`config.mk`:
```
export PLATFORM = sky130hd
export DESIGN_NAME = lrws_ram
export DESIGN_NICKNAME = d
export VERILOG_FILES = /design/src/design/lrws_ram.sv
export SDC_FILE = /design/constraint.sdc
export NUM_CORES = 2
export LEC_CHECK = 0
export ABC_AREA = 0
export BUFFER_PORTS_ARGS = -buffer_cell sky130_fd_sc_hd__buf_2
export CORE_ASPECT_RATIO = 0.7
export CORE_MARGIN = 4
export CORE_UTILIZATION = 50
export CTS_CLUSTER_SIZE = 16
export DETAILED_ROUTE_END_ITERATION = 12
export PLACE_DENSITY_LB_ADDON = 0.12
export SYNTH_ARGS = -nofsm -noshare
export SYNTH_HDL_FRONTEND = slang
export SYNTH_SLANG_ARGS = --single-unit
```
`constraint.sdc`:
```
create_clock -name clk_i -period 2.74 [get_ports clk_i]
set_input_delay 0.548 -clock clk_i [delete_from_list [all_inputs] [get_ports clk_i]]
set_output_delay 0.548 -clock clk_i [all_outputs]
set_load 0.02 [all_outputs]
```
`src/design/lrws_ram.sv`:
```
`default_nettype none

module lrws_ram #(
  parameter int unsigned WIDTH = 16,
  parameter int unsigned DEPTH = 256,
  localparam int unsigned AW = (DEPTH > 1) ? $clog2(DEPTH) : 1
) (
  input  wire logic             clk_i,
  input  wire logic             we_i,
  input  wire logic [AW-1:0]    waddr_i,
  input  wire logic [WIDTH-1:0] wdata_i,
  input  wire logic [AW-1:0]    raddr_i,
  output logic      [WIDTH-1:0] rdata_o
);

  logic [WIDTH-1:0] mem_q [DEPTH];

  always_ff @(posedge clk_i) begin
    if (we_i) begin
      mem_q[waddr_i] <= wdata_i;
    end
    rdata_o <= mem_q[raddr_i];
  end

endmodule

`default_nettype wire

```
==> results.json <==
{
  "period_share_pct": 103,
  "syn-num-nets": 7394,
  "cpMostUsedCell": "buf_4",
  "cp_cell_sequence": "buf_8 > buf_4 > buf_4 > nand2b_4 > buf_12 > buf_12 > o221ai_1 > o32ai_1 > buf_4 > a21oi_2 > buf_4 > nand4_1 > nor4_1",
  "hold-worst-slack_ps": 51.6,
  "arrival_ps": 3640,
  "layout.nets": 8435,
  "synth_edf_count": 4096,
  "worst-path-max-fanout": 28,
  "path_buf_inv": 7,
  "root_buffer": "clkbuf_16",
  "drt-initial-drc-count": 11712,
  "synth.distinct_cells": 52,
  "h-tree-depth": 5,
  "min_to": "mem_q[111][6]",
  "status": "complete, but fails checks",
  "yosys_warnings": 0,
  "clk_pin_slew_ps": 60,
  "worstReg2RegStart": "mem_q[3][15]",
  "yosysTopAreaCellShare_pct": 77.5,
  "fmax_mhz": 354,
  "routedWlPerCell_microns": 34.4,
  "syn-instance-count": 7360,
  "die_h_microns": 479,
  "peakVddDrop_uv": 596,
  "clk_latency_ps": 910,
  "pin_count": 50,
  "synth_seq_cells": 4112,
  "r2r_cells": 8,
  "drive_above_1_share_pct": 30.7,
  "cp-start-kind": "primary input",
  "first_pass_iters": 5,
  "drt-vias-per-instance": 6.38,
  "synthFlopType": "edfxtp_1",
  "slowest_stage": "nand4_1",
  "grt_pass1_wl_microns": 621000,
  "fin_total_pwr_mw": 129,
  "clockBufferDepth": 4,
  "hold_viol": 0,
  "cp.required_ps": 3550,
  "coreArea_sq_um": 315000,
  "rsz0062_at_grt": "true",
  "violations": "negative setup slack",
  "syn_area_per_cell_sq_um": 21.6,
  "yosysSeqAreaShare_pct": 77.7,
  "fin_area_sq_um": 185000,
  "drv_cap": 0,
  "r2r_slack_ps": 50,
  "synthArstFlopShare_pct": 0,
  "final_antenna_net_count": 0,
  "power.density_nw_per_um2": 697,
  "cts_buffers": 388,
  "grtUsageTotal_pct": 27.0,
  "postLayoutCoreUtil_pct": 58.8,
  "area_delta_synth_final_pct": 16.6,
  "setup_ws_ps": -83.0,
  "tightest_slew_ps": 968,
  "crit_path_end_kind": "register",
  "r2r-end": "rdata_o[15]",
  "routed_wl_microns": 443000,
  "initial_utilization_pct": 50.4,
  "period_needed_ps": 2820,
  "dp_hpwl_microns": 280000,
  "synth_area_leaders": "edfxtp_1 (77%), mux4_2 (11%), mux2i_1 (3.6%), o221ai_1 (1.4%), nor2_1 (0.72%)",
  "synthMostInstantiatedCell": "edfxtp_1",
  "grt_max_degree": 113,
  "worstSetupPathType": "in2reg",
  "synthTopCellsByCount": "edfxtp_1 (4,096), mux4_2 (797), mux2i_1 (565)",
  "grt.overflow.total": 0,
  "vias": 82226,
  "grt_pass1_vias": 79889,
  "hp-start": "wdata_i[6]",
  "place_area_sq_um": 173000,
  "fin_skew_ps": 31.6,
  "synthesis.area_sq_um": 159000,
  "die-area_sq_um": 327000,
  "hold_class": "in2reg",
  "port_buffers": 49,
  "maxSlewViolCount": 0,
  "setup_viol": 1,
  "cts.sinks": 4112,
  "drc": 0,
  "cp_slowest_stage_delay_ps": 410,
  "hold_depth": 1,
  "critPathTopFamily": "buffers and inverters",
  "slew_headroom_pct": 34.9,
  "die_width_microns": 681,
  "rows": 172,
  "place_congestion": 0.912,
  "dp_slack_ps": -1330,
  "leakagePower_nw": 59.9,
  "antenna_found_initial": 30,
  "cts_tree": "built",
  "cp.depth": 13,
  "yosysTopAreaCell": "edfxtp_1"
}
stage by stage:
step / cells / TNS [ps]
final: 12881 / -83.0
after global routing: 12875 / -66.0
after CTS: 12861 / -133
after detailed placement: 12170 / -19540
after global placement: 12170 / -18930
after floorplan: 7360 / 0
registers in the layout, summed over array words and instances, names as in the netlist:
register,count
rdata_o,16
mem_q,4096
repair_timing:
item | 4_1_cts | 5_1_grt
hold endpoints to repair | 26 | 0
hold buffers | 5 | 0
endpoints found under the setup margin | 4 | 14
gates resized for setup | 8 | 17
pin swaps | 1 | 1
buffers inserted | 0 | 9
cloned | 1 | 2
power by group:
part,leakage [nW],internal [mW],switching (mW)
sequential,36.9,69.3,0.106
combinational,17.0,2.84,4.65
clock,5.93,29.3,22.9
total,59.9,101,27.6
cell type report:
| class | count | area, sq um |
|---|---|---|
| diodes | 9 | 22.5 |
| clock buffers | 471 | 10200 |
| clock inverters | 214 | 1890 |
| fillers | 22607 | 130000 |
| inverters | 4 | 27.5 |
| multi-input cells | 2792 | 33200 |
| flip-flops and latches | 4112 | 123000 |
| well taps | 4176 | 5230 |
| repair buffers | 1103 | 11300 |
placed cells by master, fill, tap and decap left out, types with 8 or more instances in the layout:
cell type	count
bufinv_16	30
clkinv_1	78
nor2_2	116
mux2_2	88
clkbuf_16	398
a22oi_1	41
nand3_2	9
o32ai_1	16
nor2_1	187
dfxtp_1	16
nand2_1	37
buf_2	28
nand3_1	26
buf_4	823
nor3_1	87
edfxtp_1	4096
a211oi_1	18
a221oi_1	27
nand4_1	26
clkinv_2	76
a22o_1	32
buf_12	212
mux2i_1	565
mux4_2	797
and3_1	11
clkinvlp_4	9
o22ai_1	148
buf_8	17
o21ai_0	35
o221ai_1	252
clkbuf_1	75
o31ai_1	16
nor4_1	17
diode_2	9
a21oi_1	174
inv_6	10
buf_16	8
nor2b_1	9
cell families after synthesis:
logic type | share of synthesized area (%)
simple gates | 1.57
flops | 77.7
compound gates | 3.54
buf+inv | 1.69
mux | 15.5
metal layers:
layer | GRT usage [%] | part of all wire (%) | vias to the layer above
li1 | - | - | 33389
met1 | 41.3 | 42 | 43985
met2 | 38.7 | 44 | 4205
met3 | 7.25 | 11 | 641
met4 | 6.74 | 2.7 | 6
met5 | 0 | 0.011 | -
worst max-delay path by stage:
| stage | startpoint | endpoint | slack (ps) |
|---|---|---|---|
| global placement | raddr_i[0] | rdata_o[15] | -1370 |
| CTS | raddr_i[0] | rdata_o[4] | -70 |
| finish | raddr_i[1] | rdata_o[13] | -80 |
| global route | raddr_i[1] | rdata_o[13] | -70 |
| floorplan | waddr_i[3] | mem_q[235][0] | 30 |
| detailed placement | raddr_i[0] | rdata_o[15] | -1330 |
No activity file was read; power rests on OpenSTA's default activity.
